==> src/dedup_request_queue_with_answers_defines.svh <==
// Assertion macros shared by the request queue RTL.
// Depends on nothing; included by the files that carry assertions.
`ifndef DEDUP_REQUEST_QUEUE_WITH_ANSWERS_DEFINES_SVH
`define DEDUP_REQUEST_QUEUE_WITH_ANSWERS_DEFINES_SVH

// Same-cycle implication, disabled during reset.
`define DRQ_ASSERT_IMP(label, clk, rst, ante, cons, msg) \
   label: assert property (@(posedge clk) disable iff (rst) (ante) |-> (cons)) \
      else $error(msg);

// Next-cycle implication, disabled during reset.
`define DRQ_ASSERT_NEXT(label, clk, rst, ante, cons, msg) \
   label: assert property (@(posedge clk) disable iff (rst) (ante) |=> (cons)) \
      else $error(msg);

`endif

==> src/drq_pkg.sv <==
// Types, constants and control structs of the pairing request queue.
// No dependencies; every other file but drq_ram and the macro header imports it.
package drq_pkg;

   localparam int TYPE_W            = 3;
   localparam int ADDR_W            = 48;
   localparam int INFO_W            = 32;
   localparam int MAXC_W            = 5;
   localparam int MAX_RESULTS       = 16;
   localparam int DEF_QUEUE_DEPTH   = 16;
   localparam int DEF_ANSWER_DEPTH  = 16;

   typedef enum logic [TYPE_W-1:0] {
      OP_PUSH     = 3'd0,
      OP_TAKE     = 3'd1,
      OP_ANSWER   = 3'd2,
      OP_TAKE_ANS = 3'd3,
      OP_CLEAR    = 3'd4
   } op_type;

   typedef enum logic [1:0] {
      OUT_NONE,
      OUT_REQ,
      OUT_ANS
   } out_kind_type;

   typedef enum logic [4:0] {
      ST_IDLE,
      ST_DECODE,
      ST_P_SCAN_RD,
      ST_P_SCAN_CMP,
      ST_P_SHIFT_RD,
      ST_P_SHIFT_WR,
      ST_P_APPEND,
      ST_A_SCAN_RD,
      ST_A_SCAN_CMP,
      ST_A_SHIFT_RD,
      ST_A_SHIFT_WR,
      ST_A_APPEND,
      ST_TAKE_RD,
      ST_TAKE_EMIT,
      ST_EMIT_NONE,
      ST_EMIT_ANS
   } state_type;

   typedef struct packed {
      logic off_clr;
      logic off_inc;
      logic rd_cur;
      logic rd_next;
      logic wr_shift;
      logic append;
      logic dec;
      logic pop;
      logic clear;
   } store_cmd_type;

   typedef struct packed {
      logic at_end;
      logic shift_end;
      logic empty;
      logic one_left;
      logic hit;
   } store_status_type;

   typedef struct packed {
      logic          load_req;
      store_cmd_type pend;
      store_cmd_type ans;
      logic          latch_allow;
      logic          rem_dec;
      logic          out_load;
      out_kind_type  out_kind;
      logic          out_last;
   } dp_cmd_type;

   typedef struct packed {
      op_type           op;
      logic             addr_zero;
      logic             rem_zero;
      logic             rem_one;
      logic             out_free;
      store_status_type pend;
      store_status_type ans;
   } dp_status_type;

endpackage

==> src/drq_req_if.sv <==
// Request channel: valid/ready handshake plus the request fields.
// Depends on drq_pkg.
interface drq_req_if import drq_pkg::*; ();
   logic              valid;
   logic              ready;
   logic [TYPE_W-1:0] req_type;
   logic [ADDR_W-1:0] addr;
   logic [INFO_W-1:0] ask_info;
   logic [MAXC_W-1:0] max_count;
   logic              allow_in;

   modport source (output valid, req_type, addr, ask_info, max_count, allow_in,
                   input ready);
   modport sink   (input valid, req_type, addr, ask_info, max_count, allow_in,
                   output ready);
endinterface

==> src/drq_rsp_if.sv <==
// Result channel: valid/ready handshake plus the result fields.
// Depends on drq_pkg.
interface drq_rsp_if import drq_pkg::*; ();
   logic              valid;
   logic              ready;
   logic              item_valid;
   logic [ADDR_W-1:0] item_addr;
   logic [INFO_W-1:0] item_info;
   logic              found;
   logic              allow_out;
   logic              last;

   modport source (output valid, item_valid, item_addr, item_info, found, allow_out, last,
                   input ready);
   modport sink   (input valid, item_valid, item_addr, item_info, found, allow_out, last,
                   output ready);
endinterface

==> src/drq_ram.sv <==
// Generic simple dual-port RAM, one write and one registered read port.
// No dependencies.
module drq_ram #(
   parameter int WIDTH = 8,
   parameter int DEPTH = 16
) (
   input  logic                                   clock,
   input  logic                                   wr_en,
   input  logic [((DEPTH > 1) ? $clog2(DEPTH) : 1)-1:0] wr_addr,
   input  logic [WIDTH-1:0]                       wr_data,
   input  logic                                   rd_en,
   input  logic [((DEPTH > 1) ? $clog2(DEPTH) : 1)-1:0] rd_addr,
   output logic [WIDTH-1:0]                       rd_data
);

   logic [WIDTH-1:0] mem_ff [DEPTH];
   logic [WIDTH-1:0] rd_data_ff;

   always_ff @(posedge clock) begin
      if (wr_en) begin
         mem_ff[wr_addr] <= wr_data;
      end
      if (rd_en) begin
         rd_data_ff <= mem_ff[rd_addr];
      end
   end

   assign rd_data = rd_data_ff;

endmodule

==> src/drq_store.sv <==
// One bounded ordered store (circular RAM with head, count and walk offset).
// Depends on drq_pkg, drq_ram and the assertion macro header.
`include "dedup_request_queue_with_answers_defines.svh"

module drq_store import drq_pkg::*; #(
   parameter int DEPTH     = DEF_QUEUE_DEPTH,
   parameter int PAYLOAD_W = INFO_W
) (
   input  logic                  clock,
   input  logic                  reset,
   input  store_cmd_type         cmd,
   input  logic [ADDR_W-1:0]     key,
   input  logic [PAYLOAD_W-1:0]  new_payload,
   output store_status_type      status,
   output logic [ADDR_W-1:0]     rd_key,
   output logic [PAYLOAD_W-1:0]  rd_payload
);

   localparam int ENTRY_W = ADDR_W + PAYLOAD_W;
   localparam int IW      = (DEPTH > 1) ? $clog2(DEPTH) : 1;
   localparam int CW      = $clog2(DEPTH + 1);
   localparam int SW      = CW + 1;
   localparam logic [CW-1:0] FULL    = CW'(DEPTH);
   localparam logic [SW-1:0] DEPTH_S = SW'(DEPTH);
   localparam logic [IW-1:0] LAST_IX = IW'(DEPTH - 1);

   logic [IW-1:0]      head_ff, head_in, head_inc;
   logic [CW-1:0]      count_ff, count_in;
   logic [CW-1:0]      off_ff, off_in, off_next, rd_off;
   logic [SW-1:0]      rd_sum, wr_sum;
   logic [IW-1:0]      rd_addr, wr_addr;
   logic [ENTRY_W-1:0] rd_data, wr_data;
   logic               rd_en, wr_en, full;

   assign full     = (count_ff == FULL);
   assign off_next = off_ff + CW'(1);
   assign head_inc = (head_ff == LAST_IX) ? '0 : head_ff + IW'(1);
   assign rd_off   = cmd.rd_next ? off_next : off_ff;

   // logical offset to physical slot: sum stays below twice the depth
   always_comb begin
      rd_sum  = SW'(head_ff) + SW'(rd_off);
      rd_addr = (rd_sum >= DEPTH_S) ? IW'(rd_sum - DEPTH_S) : IW'(rd_sum);
      wr_sum  = SW'(head_ff) + SW'(cmd.append ? count_ff : off_ff);
      wr_addr = (wr_sum >= DEPTH_S) ? IW'(wr_sum - DEPTH_S) : IW'(wr_sum);
   end

   assign rd_en   = cmd.rd_cur || cmd.rd_next;
   assign wr_en   = cmd.append || cmd.wr_shift;
   assign wr_data = cmd.append ? {key, new_payload} : rd_data;

   drq_ram #(
      .WIDTH (ENTRY_W),
      .DEPTH (DEPTH)
   ) u_ram (
      .clock   (clock),
      .wr_en   (wr_en),
      .wr_addr (wr_addr),
      .wr_data (wr_data),
      .rd_en   (rd_en),
      .rd_addr (rd_addr),
      .rd_data (rd_data)
   );

   always_comb begin
      head_in  = head_ff;
      count_in = count_ff;
      off_in   = off_ff;
      if (cmd.off_clr) begin
         off_in = '0;
      end else if (cmd.off_inc) begin
         off_in = off_next;
      end
      if (cmd.clear) begin
         count_in = '0;
      end else if (cmd.append) begin
         // full: new entry lands on the oldest slot, drop it by advancing head
         if (full) begin
            head_in = head_inc;
         end else begin
            count_in = count_ff + CW'(1);
         end
      end else if (cmd.pop) begin
         head_in  = head_inc;
         count_in = count_ff - CW'(1);
      end else if (cmd.dec) begin
         count_in = count_ff - CW'(1);
      end
   end

   always_ff @(posedge clock) begin
      if (reset) begin
         head_ff  <= '0;
         count_ff <= '0;
         off_ff   <= '0;
      end else begin
         head_ff  <= head_in;
         count_ff <= count_in;
         off_ff   <= off_in;
      end
   end

   assign rd_key     = rd_data[ENTRY_W-1 -: ADDR_W];
   assign rd_payload = rd_data[PAYLOAD_W-1:0];

   always_comb begin
      status.at_end    = (off_ff == count_ff);
      status.shift_end = (off_next >= count_ff);
      status.empty     = (count_ff == '0);
      status.one_left  = (count_ff == CW'(1));
      status.hit       = (rd_key == key);
   end

   `DRQ_ASSERT_IMP(a_count_bound, clock, reset, 1'b1, count_ff <= FULL, "count beyond depth")
   `DRQ_ASSERT_IMP(a_read_in_range, clock, reset, cmd.rd_cur, off_ff < count_ff, "read past tail")
   `DRQ_ASSERT_IMP(a_shift_in_range, clock, reset, cmd.rd_next, off_next < count_ff, "shift past tail")
   `DRQ_ASSERT_IMP(a_pop_nonempty, clock, reset, cmd.pop || cmd.dec, count_ff != '0, "remove from empty")
   `DRQ_ASSERT_NEXT(a_append_grows, clock, reset, cmd.append && !full && !cmd.clear, count_ff == $past(count_ff) + CW'(1), "append lost")

endmodule

==> src/drq_datapath.sv <==
// Datapath: request latch, take budget, both stores and the result register.
// Depends on drq_pkg and drq_store.
module drq_datapath import drq_pkg::*; #(
   parameter int QUEUE_DEPTH  = DEF_QUEUE_DEPTH,
   parameter int ANSWER_DEPTH = DEF_ANSWER_DEPTH
) (
   input  logic              clock,
   input  logic              reset,
   input  dp_cmd_type        cmd,
   output dp_status_type     status,
   input  logic [TYPE_W-1:0] req_type,
   input  logic [ADDR_W-1:0] addr,
   input  logic [INFO_W-1:0] ask_info,
   input  logic [MAXC_W-1:0] max_count,
   input  logic              allow_in,
   input  logic              rsp_ready,
   output logic              rsp_valid,
   output logic              item_valid,
   output logic [ADDR_W-1:0] item_addr,
   output logic [INFO_W-1:0] item_info,
   output logic              found,
   output logic              allow_out,
   output logic              last
);

   localparam logic [MAXC_W-1:0] MAX_RES = MAXC_W'(MAX_RESULTS);

   op_type            op_ff;
   logic [ADDR_W-1:0] addr_ff;
   logic [INFO_W-1:0] info_ff;
   logic              allow_ff;
   logic [MAXC_W-1:0] rem_ff, rem_in;
   logic              ans_allow_ff;

   logic              rsp_valid_ff;
   logic              out_item_valid_ff, out_found_ff, out_allow_ff, out_last_ff;
   logic [ADDR_W-1:0] out_addr_ff;
   logic [INFO_W-1:0] out_info_ff;

   logic              out_item_valid_in, out_found_in, out_allow_in;
   logic [ADDR_W-1:0] out_addr_in;
   logic [INFO_W-1:0] out_info_in;

   store_status_type  pend_status, ans_status;
   logic [ADDR_W-1:0] pend_rd_key, ans_rd_key;
   logic [INFO_W-1:0] pend_rd_info;
   logic [0:0]        ans_rd_allow;

   drq_store #(
      .DEPTH     (QUEUE_DEPTH),
      .PAYLOAD_W (INFO_W)
   ) u_pend (
      .clock       (clock),
      .reset       (reset),
      .cmd         (cmd.pend),
      .key         (addr_ff),
      .new_payload (info_ff),
      .status      (pend_status),
      .rd_key      (pend_rd_key),
      .rd_payload  (pend_rd_info)
   );

   drq_store #(
      .DEPTH     (ANSWER_DEPTH),
      .PAYLOAD_W (1)
   ) u_ans (
      .clock       (clock),
      .reset       (reset),
      .cmd         (cmd.ans),
      .key         (addr_ff),
      .new_payload (allow_ff),
      .status      (ans_status),
      .rd_key      (ans_rd_key),
      .rd_payload  (ans_rd_allow)
   );

   // hold the request fields for the whole operation
   always_ff @(posedge clock) begin
      if (cmd.load_req) begin
         op_ff    <= op_type'(req_type);
         addr_ff  <= addr;
         info_ff  <= ask_info;
         allow_ff <= allow_in;
      end
      if (cmd.latch_allow) begin
         ans_allow_ff <= ans_rd_allow[0];
      end
   end

   always_comb begin
      rem_in = rem_ff;
      if (cmd.load_req) begin
         rem_in = (max_count > MAX_RES) ? MAX_RES : max_count;
      end else if (cmd.rem_dec) begin
         rem_in = rem_ff - MAXC_W'(1);
      end
   end

   always_ff @(posedge clock) begin
      if (reset) begin
         rem_ff <= '0;
      end else begin
         rem_ff <= rem_in;
      end
   end

   always_comb begin
      out_item_valid_in = 1'b0;
      out_addr_in       = '0;
      out_info_in       = '0;
      out_found_in      = 1'b0;
      out_allow_in      = 1'b0;
      case (cmd.out_kind)
         OUT_REQ: begin
            out_item_valid_in = 1'b1;
            out_addr_in       = pend_rd_key;
            out_info_in       = pend_rd_info;
         end
         OUT_ANS: begin
            out_item_valid_in = 1'b1;
            out_found_in      = 1'b1;
            out_allow_in      = ans_allow_ff;
         end
         default: begin
            out_item_valid_in = 1'b0;
         end
      endcase
   end

   always_ff @(posedge clock) begin
      if (reset) begin
         rsp_valid_ff <= 1'b0;
      end else if (cmd.out_load) begin
         rsp_valid_ff <= 1'b1;
      end else if (rsp_ready) begin
         rsp_valid_ff <= 1'b0;
      end
   end

   always_ff @(posedge clock) begin
      if (cmd.out_load) begin
         out_item_valid_ff <= out_item_valid_in;
         out_addr_ff       <= out_addr_in;
         out_info_ff       <= out_info_in;
         out_found_ff      <= out_found_in;
         out_allow_ff      <= out_allow_in;
         out_last_ff       <= cmd.out_last;
      end
   end

   assign rsp_valid  = rsp_valid_ff;
   assign item_valid = out_item_valid_ff;
   assign item_addr  = out_addr_ff;
   assign item_info  = out_info_ff;
   assign found      = out_found_ff;
   assign allow_out  = out_allow_ff;
   assign last       = out_last_ff;

   always_comb begin
      status.op        = op_ff;
      status.addr_zero = (addr_ff == '0);
      status.rem_zero  = (rem_ff == '0);
      status.rem_one   = (rem_ff == MAXC_W'(1));
      status.out_free  = !rsp_valid_ff || rsp_ready;
      status.pend      = pend_status;
      status.ans       = ans_status;
   end

endmodule

==> src/drq_ctrl.sv <==
// Controller: sequences scans, shifts, appends and result loads per request.
// Depends on drq_pkg.
module drq_ctrl import drq_pkg::*; (
   input  logic          clock,
   input  logic          reset,
   input  logic          req_valid,
   output logic          req_ready,
   input  dp_status_type status,
   output dp_cmd_type    cmd
);

   state_type state_ff, state_in;
   logic      take_last;

   assign take_last = status.rem_one || status.pend.one_left;

   always_comb begin
      state_in = state_ff;
      case (state_ff)
         ST_IDLE: begin
            if (req_valid) state_in = ST_DECODE;
         end
         ST_DECODE: begin
            case (status.op)
               OP_PUSH, OP_ANSWER:
                  state_in = status.addr_zero ? ST_IDLE : ST_P_SCAN_RD;
               OP_TAKE:
                  state_in = (status.rem_zero || status.pend.empty) ? ST_EMIT_NONE
                                                                   : ST_TAKE_RD;
               OP_TAKE_ANS:
                  state_in = ST_A_SCAN_RD;
               default:
                  state_in = ST_IDLE;
            endcase
         end
         ST_P_SCAN_RD: begin
            if (status.pend.at_end) begin
               state_in = (status.op == OP_PUSH) ? ST_P_APPEND : ST_A_SCAN_RD;
            end else begin
               state_in = ST_P_SCAN_CMP;
            end
         end
         ST_P_SCAN_CMP: begin
            if (status.pend.hit) begin
               state_in = (status.op == OP_PUSH) ? ST_IDLE : ST_P_SHIFT_RD;
            end else begin
               state_in = ST_P_SCAN_RD;
            end
         end
         ST_P_SHIFT_RD: begin
            state_in = status.pend.shift_end ? ST_A_SCAN_RD : ST_P_SHIFT_WR;
         end
         ST_P_SHIFT_WR: state_in = ST_P_SHIFT_RD;
         ST_P_APPEND:   state_in = ST_IDLE;
         ST_A_SCAN_RD: begin
            if (status.ans.at_end) begin
               state_in = (status.op == OP_ANSWER) ? ST_A_APPEND : ST_EMIT_NONE;
            end else begin
               state_in = ST_A_SCAN_CMP;
            end
         end
         ST_A_SCAN_CMP: begin
            state_in = status.ans.hit ? ST_A_SHIFT_RD : ST_A_SCAN_RD;
         end
         ST_A_SHIFT_RD: begin
            if (status.ans.shift_end) begin
               state_in = (status.op == OP_ANSWER) ? ST_A_APPEND : ST_EMIT_ANS;
            end else begin
               state_in = ST_A_SHIFT_WR;
            end
         end
         ST_A_SHIFT_WR: state_in = ST_A_SHIFT_RD;
         ST_A_APPEND:   state_in = ST_IDLE;
         ST_TAKE_RD:    state_in = ST_TAKE_EMIT;
         ST_TAKE_EMIT: begin
            if (status.out_free) state_in = take_last ? ST_IDLE : ST_TAKE_RD;
         end
         ST_EMIT_NONE, ST_EMIT_ANS: begin
            if (status.out_free) state_in = ST_IDLE;
         end
         default: state_in = ST_IDLE;
      endcase
   end

   always_comb begin
      cmd       = '0;
      req_ready = 1'b0;
      case (state_ff)
         ST_IDLE: begin
            req_ready        = 1'b1;
            cmd.load_req     = req_valid;
            cmd.pend.off_clr = 1'b1;
            cmd.ans.off_clr  = 1'b1;
         end
         ST_DECODE: begin
            if (status.op == OP_CLEAR) begin
               cmd.pend.clear = 1'b1;
               cmd.ans.clear  = 1'b1;
            end
         end
         ST_P_SCAN_RD:  cmd.pend.rd_cur  = !status.pend.at_end;
         ST_P_SCAN_CMP: cmd.pend.off_inc = !status.pend.hit;
         ST_P_SHIFT_RD: begin
            cmd.pend.dec     = status.pend.shift_end;
            cmd.pend.rd_next = !status.pend.shift_end;
         end
         ST_P_SHIFT_WR: begin
            cmd.pend.wr_shift = 1'b1;
            cmd.pend.off_inc  = 1'b1;
         end
         ST_P_APPEND:   cmd.pend.append = 1'b1;
         ST_A_SCAN_RD:  cmd.ans.rd_cur  = !status.ans.at_end;
         ST_A_SCAN_CMP: begin
            cmd.latch_allow = status.ans.hit;
            cmd.ans.off_inc = !status.ans.hit;
         end
         ST_A_SHIFT_RD: begin
            cmd.ans.dec     = status.ans.shift_end;
            cmd.ans.rd_next = !status.ans.shift_end;
         end
         ST_A_SHIFT_WR: begin
            cmd.ans.wr_shift = 1'b1;
            cmd.ans.off_inc  = 1'b1;
         end
         ST_A_APPEND:   cmd.ans.append = 1'b1;
         ST_TAKE_RD:    cmd.pend.rd_cur = 1'b1;
         ST_TAKE_EMIT: begin
            if (status.out_free) begin
               cmd.out_load = 1'b1;
               cmd.out_kind = OUT_REQ;
               cmd.out_last = take_last;
               cmd.pend.pop = 1'b1;
               cmd.rem_dec  = 1'b1;
            end
         end
         ST_EMIT_NONE: begin
            cmd.out_load = status.out_free;
            cmd.out_kind = OUT_NONE;
            cmd.out_last = 1'b1;
         end
         ST_EMIT_ANS: begin
            cmd.out_load = status.out_free;
            cmd.out_kind = OUT_ANS;
            cmd.out_last = 1'b1;
         end
         default: begin
            req_ready = 1'b0;
         end
      endcase
   end

   always_ff @(posedge clock) begin
      if (reset) begin
         state_ff <= ST_IDLE;
      end else begin
         state_ff <= state_in;
      end
   end

endmodule

==> src/dedup_request_queue_with_answers.sv <==
// Pairing request queue with answer table. One request is handled at a time;
// req_chan takes a new transfer only when the previous request has finished its
// store work (its last result may still sit in the result register). Both
// stores are circular RAMs with a single registered read port, and that port
// sets the cost: a scan or a removal shift reads each entry it visits before
// comparing or moving it. Push scans the pending entries (a duplicate ends the
// scan early; a zero address skips it). Answer runs the pending and answer
// scans plus the shift that closes each removed slot (none for a zero address).
// Take-answer scans the answers. Take loads one result per emitted entry, or
// one empty result when nothing is emitted. Clear empties both stores. Each
// result load also waits while the result register still holds an unaccepted
// transfer. No clearing pass after reset; counts start at zero. Full stores
// drop their oldest entry by advancing the head pointer.
// Depends on drq_pkg, drq_req_if, drq_rsp_if, drq_datapath and drq_ctrl.
module dedup_request_queue_with_answers import drq_pkg::*; #(
   parameter int QUEUE_DEPTH  = DEF_QUEUE_DEPTH,
   parameter int ANSWER_DEPTH = DEF_ANSWER_DEPTH
) (
   input  logic        clock,
   input  logic        reset,
   drq_req_if.sink     req_chan,
   drq_rsp_if.source   rsp_chan
);

   dp_cmd_type    dp_cmd;
   dp_status_type dp_status;

   // sequence each request: scan, shift out matches, append, load results
   drq_ctrl u_ctrl (
      .clock     (clock),
      .reset     (reset),
      .req_valid (req_chan.valid),
      .req_ready (req_chan.ready),
      .status    (dp_status),
      .cmd       (dp_cmd)
   );

   // stores, request latch and the result register that decouples rsp_chan
   drq_datapath #(
      .QUEUE_DEPTH  (QUEUE_DEPTH),
      .ANSWER_DEPTH (ANSWER_DEPTH)
   ) u_datapath (
      .clock      (clock),
      .reset      (reset),
      .cmd        (dp_cmd),
      .status     (dp_status),
      .req_type   (req_chan.req_type),
      .addr       (req_chan.addr),
      .ask_info   (req_chan.ask_info),
      .max_count  (req_chan.max_count),
      .allow_in   (req_chan.allow_in),
      .rsp_ready  (rsp_chan.ready),
      .rsp_valid  (rsp_chan.valid),
      .item_valid (rsp_chan.item_valid),
      .item_addr  (rsp_chan.item_addr),
      .item_info  (rsp_chan.item_info),
      .found      (rsp_chan.found),
      .allow_out  (rsp_chan.allow_out),
      .last       (rsp_chan.last)
   );

endmodule

==> src/flat_wrapper.sv <==
// flat-port wrapper written by rule: the top's interface ports become plain ports
module dedup_request_queue_with_answers_flat import drq_pkg::*;
#(
   parameter int QUEUE_DEPTH  = DEF_QUEUE_DEPTH,
   parameter int ANSWER_DEPTH = DEF_ANSWER_DEPTH
)
  (clock, reset, req_chan_valid, req_chan_req_type, req_chan_addr, req_chan_ask_info, req_chan_max_count, req_chan_allow_in, req_chan_ready, rsp_chan_valid, rsp_chan_item_valid, rsp_chan_item_addr, rsp_chan_item_info, rsp_chan_found, rsp_chan_allow_out, rsp_chan_last, rsp_chan_ready);
  drq_req_if req_chan_i ();
  drq_rsp_if rsp_chan_i ();
  input  logic clock;
  input  logic reset;
  input wire logic [$bits(req_chan_i.valid)-1:0] req_chan_valid;
  input wire logic [$bits(req_chan_i.req_type)-1:0] req_chan_req_type;
  input wire logic [$bits(req_chan_i.addr)-1:0] req_chan_addr;
  input wire logic [$bits(req_chan_i.ask_info)-1:0] req_chan_ask_info;
  input wire logic [$bits(req_chan_i.max_count)-1:0] req_chan_max_count;
  input wire logic [$bits(req_chan_i.allow_in)-1:0] req_chan_allow_in;
  output wire logic [$bits(req_chan_i.ready)-1:0] req_chan_ready;
  output wire logic [$bits(rsp_chan_i.valid)-1:0] rsp_chan_valid;
  output wire logic [$bits(rsp_chan_i.item_valid)-1:0] rsp_chan_item_valid;
  output wire logic [$bits(rsp_chan_i.item_addr)-1:0] rsp_chan_item_addr;
  output wire logic [$bits(rsp_chan_i.item_info)-1:0] rsp_chan_item_info;
  output wire logic [$bits(rsp_chan_i.found)-1:0] rsp_chan_found;
  output wire logic [$bits(rsp_chan_i.allow_out)-1:0] rsp_chan_allow_out;
  output wire logic [$bits(rsp_chan_i.last)-1:0] rsp_chan_last;
  input wire logic [$bits(rsp_chan_i.ready)-1:0] rsp_chan_ready;
  assign req_chan_i.valid = req_chan_valid;
  assign req_chan_i.req_type = req_chan_req_type;
  assign req_chan_i.addr = req_chan_addr;
  assign req_chan_i.ask_info = req_chan_ask_info;
  assign req_chan_i.max_count = req_chan_max_count;
  assign req_chan_i.allow_in = req_chan_allow_in;
  assign req_chan_ready = req_chan_i.ready;
  assign rsp_chan_valid = rsp_chan_i.valid;
  assign rsp_chan_item_valid = rsp_chan_i.item_valid;
  assign rsp_chan_item_addr = rsp_chan_i.item_addr;
  assign rsp_chan_item_info = rsp_chan_i.item_info;
  assign rsp_chan_found = rsp_chan_i.found;
  assign rsp_chan_allow_out = rsp_chan_i.allow_out;
  assign rsp_chan_last = rsp_chan_i.last;
  assign rsp_chan_i.ready = rsp_chan_ready;
  dedup_request_queue_with_answers #(.QUEUE_DEPTH(QUEUE_DEPTH), .ANSWER_DEPTH(ANSWER_DEPTH)) u_core (.clock(clock), .reset(reset), .req_chan(req_chan_i), .rsp_chan(rsp_chan_i));
endmodule
==> config.mk <==
export PLATFORM = sky130hd
export DESIGN_NAME = dedup_request_queue_with_answers_flat
export DESIGN_NICKNAME = d
export VERILOG_FILES = /design/src/drq_pkg.sv /design/src/drq_req_if.sv /design/src/drq_rsp_if.sv /design/src/drq_ram.sv /design/src/drq_store.sv /design/src/drq_datapath.sv /design/src/drq_ctrl.sv /design/src/dedup_request_queue_with_answers.sv /design/src/flat_wrapper.sv
export VERILOG_INCLUDE_DIRS = /design/src /design/src/src
export SDC_FILE = /design/constraint.sdc
export NUM_CORES = 2
export LEC_CHECK = 0
export ABC_AREA = 1
export CAP_MARGIN = 25
export CORE_MARGIN = 4
export CORE_UTILIZATION = 45
export DETAILED_ROUTE_END_ITERATION = 8
export DONT_BUFFER_PORTS = 1
export PLACE_DENSITY = 0.6
export SLEW_MARGIN = 5
export SYNTH_ARGS = -nofsm -noshare
export SYNTH_HDL_FRONTEND = slang
export SYNTH_SLANG_ARGS = --single-unit
==> constraint.sdc <==
create_clock -name clock -period 9.5 [get_ports clock]
set_input_delay 0 -clock clock [delete_from_list [all_inputs] [get_ports clock]]
set_output_delay 0 -clock clock [all_outputs]
set_load 0.01 [all_outputs]
==> results_tabular.tex <==
\begin{tabular}{lr}
\hline
Metric & Value \\
\hline
\multicolumn{2}{l}{\textbf{Synthesis}} \\
\quad Total of warnings raised by yosys & 0 \\
\quad Post-synth top area cell & edfxtp\_1 \\
\quad Seq/Total Area, Yosys & between 70\% and 80\% \\
\quad Flip-flop and latch count after synthesis & 2400 \\
\quad Gate Count Post-Synth & approximately 7300 \\
\quad Count of flip-flops with a built-in enable after synthesis & 2362 \\
\quad Most used DFF post-synth & edfxtp\_1 \\
\quad Area fraction of the dominant cell type after synthesis & between 70\% and 80\% \\
\quad Biggest area contributors in the synthesized netlist & edfxtp\_1, o21ai\_0, nor2\_1 \\
\quad Synthesized cell area & $\sim$0.096 mm2 \\
\quad Mean instance size in the synthesized netlist & between 10 and 15 um2 \\
\quad Async set or reset register ratio after synthesis & 0\% \\
\quad Yosys cell types & 47 \\
\quad Synthesized netlist net count & about 7400 \\
\multicolumn{2}{l}{\textbf{Layout}} \\
\quad Fin cells & between 10000 and 15000 \\
\quad Final net count & 7579 \\
\quad Layout overhead on the synthesized area & 14.3\% \\
\quad Fraction of final layout cells with drive strength greater than 1 & around 8.6\% \\
\multicolumn{2}{l}{\textbf{Die}} \\
\quad Die width & 469 um \\
\quad Boundary pin count & $\sim$180 \\
\quad Std-Cell Core Area & roughly 0.21 mm2 \\
\quad DIE AREA & approximately 0.22 mm2 \\
\quad Chip Height & 469 um \\
\quad Starting density of the core & around 45\% \\
\quad Row count & 169 \\
\multicolumn{2}{l}{\textbf{Timing}} \\
\quad Final Hold Violating Endpoints & 0 \\
\quad Skew final & $\sim$93 ps \\
\quad Minimum period implied by the final worst setup slack & about 5800 ps \\
\quad Max-Slew Margin vs Limit & around a quarter \\
\quad RSZ-0062 raised after global routing & no \\
\quad Sum Neg Setup Slack & 0 ps \\
\quad Count of final max-slew check failures & 0 \\
\quad Max Clk Rate & 0.172 GHz \\
\quad Share of the clock period used by the worst path after layout & 61.0\% \\
\quad Slew at the pin with the worst max-slew slack & $\sim$1100 ps \\
\quad Total of endpoints with negative setup slack in the final report & 0 \\
\multicolumn{2}{l}{\textbf{Critical path}} \\
\quad Critical path startpoint & u\_core.u\_datapath.u\_pend.off\_ff[0]\$\_SDFFE\_PP0P\_ \\
\quad Register-to-register path setup slack & between 3000 and 4000 ps \\
\quad Crit path capture type & flop \\
\quad Kind of start point of the critical path & flop \\
\quad WP data required & 10210 ps \\
\quad Critical-path maximum fanout & roughly 160 \\
\quad Worst setup path category & flop to flop \\
\quad Number of cell instances on the worst register-to-register path & 17 \\
\quad Reg-to-Reg End & u\_core.u\_datapath.u\_pend.u\_ram.rd\_data[44]\$\_DFFE\_PP\_ \\
\quad CP Capture Point & u\_core.u\_datapath.u\_pend.u\_ram.rd\_data[44]\$\_DFFE\_PP\_ \\
\quad Reg-to-Reg Start & u\_core.u\_datapath.u\_pend.off\_ff[0]\$\_SDFFE\_PP0P\_ \\
\quad Arrival time worst endpoint & 6510 ps \\
\multicolumn{2}{l}{\textbf{Clock tree}} \\
\quad Cts bufs inserted & between 200 and 250 \\
\quad Worst-case clock buffer depth & 3 \\
\quad Post-CTS sizing & 0 \\
\quad Root cell of the clock tree & clkbuf\_16 \\
\quad Clock H-tree levels & 4 \\
\quad Number of sinks driven by the clock tree & 2400 \\
\quad Setup fix buffers added after clock tree synthesis & 0 \\
\quad TritonCTS clock tree & done \\
\quad Clk slew on worst S/H paths & around 60 ps \\
\quad Hold-fix buffer count after cts & between 150 and 200 \\
\quad Skew-Pair Late Insertion Delay & roughly 900 ps \\
\multicolumn{2}{l}{\textbf{Place}} \\
\quad Final weighted congestion in routability-driven placement & roughly 0.85 \\
\quad Number of placed cells counting well taps & 9823 \\
\quad Buffers on Ports & 0 \\
\quad DPL Wire Length & $\sim$140000 um \\
\multicolumn{2}{l}{\textbf{Power and ir drop}} \\
\quad Pwr/cell area & roughly 230 mW/mm2 \\
\quad Max VDD drop & 0.000306 V \\
\quad P\_leak & around 0.037 uW \\
\multicolumn{2}{l}{\textbf{Drt}} \\
\quad Remaining routing DRC violations & 0 \\
\quad Violation count after the first detailed-route iteration & $\sim$7400 \\
\quad Final Routed Wirelength & $\sim$270000 um \\
\quad Number of detailed-route iterations in the first pass & 6 \\
\quad Final antenna-violating net count & 0 \\
\quad Wire per inst & approximately 25 um \\
\quad Detailed-route vias per instance & 5.84 \\
\quad Routed via count & around 61000 \\
\multicolumn{2}{l}{\textbf{Global routing}} \\
\quad Residual overflow from global routing & 0 \\
\quad First-pass GRT wire length & around 390000 um \\
\quad Maximum number of pins on one net before global-route repair & 220 \\
\quad Number of global-route vias before repair & between 50000 and 60000 \\
\quad Antenna violations before repair & 10 \\
\quad Overall Global Routing Usage & between 20\% and 30\% \\
\multicolumn{2}{l}{\textbf{Min path}} \\
\quad Path class of the lowest-slack min-delay path & input pin to flop \\
\quad Worst min-delay path startpoint & reset \\
\multicolumn{2}{l}{\textbf{Status}} \\
\quad Result of the run & finished clean \\
\multicolumn{2}{l}{\textbf{Run}} \\
\quad Maxcap violations & 0 \\
\hline
\end{tabular}
[critical path, stage by stage (launching register included)]
cell      delay, ps
dfxtp_1         450
ha_1            220
xor2_1          250
ha_1            310
a21oi_1         160
o21a_1          160
nand3_2         160
xor2_1          190
inv_1           100
ha_4            140
inv_1            50
fa_4           1060
buf_12          540
buf_4           800
o21ai_0         310
o221ai_1        270
nand3_2         110
o21ai_2          90
[cells in the mapped netlist (38+ instances only)]
master and count:
inv_1 247, a32o_1 49, buf_2 44, xnor2_1 61, edfxtp_1 2362, nand2_1 868
o21ai_0 1158, o221ai_1 371, o21ai_1 125, nand3_1 102, o22ai_1 99, nor2_1 1073
clkbuf_1 376, a21oi_1 82, dfxtp_1 38
[placed cells by master (no fill, tap or decap), drive strengths merged, types with 123 or more instances in the layout]
cell type,count
buf,202
clkbuf,288
dlygate4sd3,187
edfxtp,2362
inv,267
nand2,874
nand3,123
nor2,1077
o21ai,1304
o221ai,371
[kinds of logic after synthesis]
logic type                 synth area share (%)
AOI/OAI and AO/OA                          12.0
xor gates and xnor gates                  0.812
adders and majority gates                 0.588
buffers and inverters                      3.03
DFF                                        74.9
and+or+nand+nor                            8.64
[routing by layer]
metal	GRT usage (%)	share of wire, %	up-vias
met5	0	0.0041	-
met2	36.0	45	2728
met1	34.9	44	30700
li1	-	-	27200
met3	3.71	8.4	450
met4	7.74	3.2	2
[per-stage QoR]
step | area (um2) | power, uW | setup WS (ps) | util (%) | hold slack (ps)
2_1_floorplan | 95700 | 14300 | 3260 | - | 98.9
3_3_place_gp | 99200 | 15200 | 3660 | 46.8 | 73.1
3_5_place_dp | 99300 | 15300 | 3750 | 46.9 | 73.8
4_1_cts | 109000 | 24800 | 3730 | 51.5 | 41.6
5_1_grt | 109000 | 25600 | 3360 | 51.6 | 95.9
6_report | 109000 | 24700 | 3700 | 51.6 | 95.8
[registers in the layout (all words and copies together) (netlist names), 32 cells and up]
| name | flops |
|---|---|
| u_core.u_datapath.u_pend.u_ram.mem_ff | 1280 |
| u_core.u_datapath.u_ans.u_ram.mem_ff | 784 |
| u_core.u_datapath.info_ff | 32 |
| u_core.u_datapath.item_info | 32 |
| u_core.u_datapath.u_ans.u_ram.rd_data | 49 |
| u_core.u_datapath.u_pend.u_ram.rd_data | 80 |
| u_core.u_datapath.addr_ff | 48 |
| u_core.u_datapath.item_addr | 48 |
[where the power goes]
group | switching (uW) | internal [uW]
logic | 1980 | 830
clock network | 4090 | 5410
registers | 297 | 12100
[how the worst min path moves through the flow]
| stage | to | slack, ps | depth (start not counted) |
|---|---|---|---|
| after detailed placement | u_core.u_ctrl.state_ff[3]$_SDFFE_PP0P_ | 70 | 1 |
| after global placement | u_core.u_ctrl.state_ff[2]$_SDFFE_PP0P_ | 70 | 1 |
| after CTS | u_core.u_datapath.u_ans.head_ff[1]$_SDFFE_PP0P_ | 40 | 2 |
| after global routing | u_core.u_datapath.u_ans.head_ff[1]$_SDFFE_PP0P_ | 100 | 2 |
| final | u_core.u_datapath.u_ans.head_ff[1]$_SDFFE_PP0P_ | 100 | 2 |
| after floorplan | u_core.u_datapath.addr_ff[0]$_DFFE_PP_ | 100 | 0 |
[cell type report]
type                       count  area (um2)
clock buffer                 288        6190
antenna                        3        7.51
tap                         2821        3530
fill                       17800      103000
clock inverter               151        1710
multi-input combinational   4153       21500
sequential                  2400       71700
inverter                     261        1030
timing repair buffer         389        3700
Note: power is estimated with default switching activity, not from simulation.
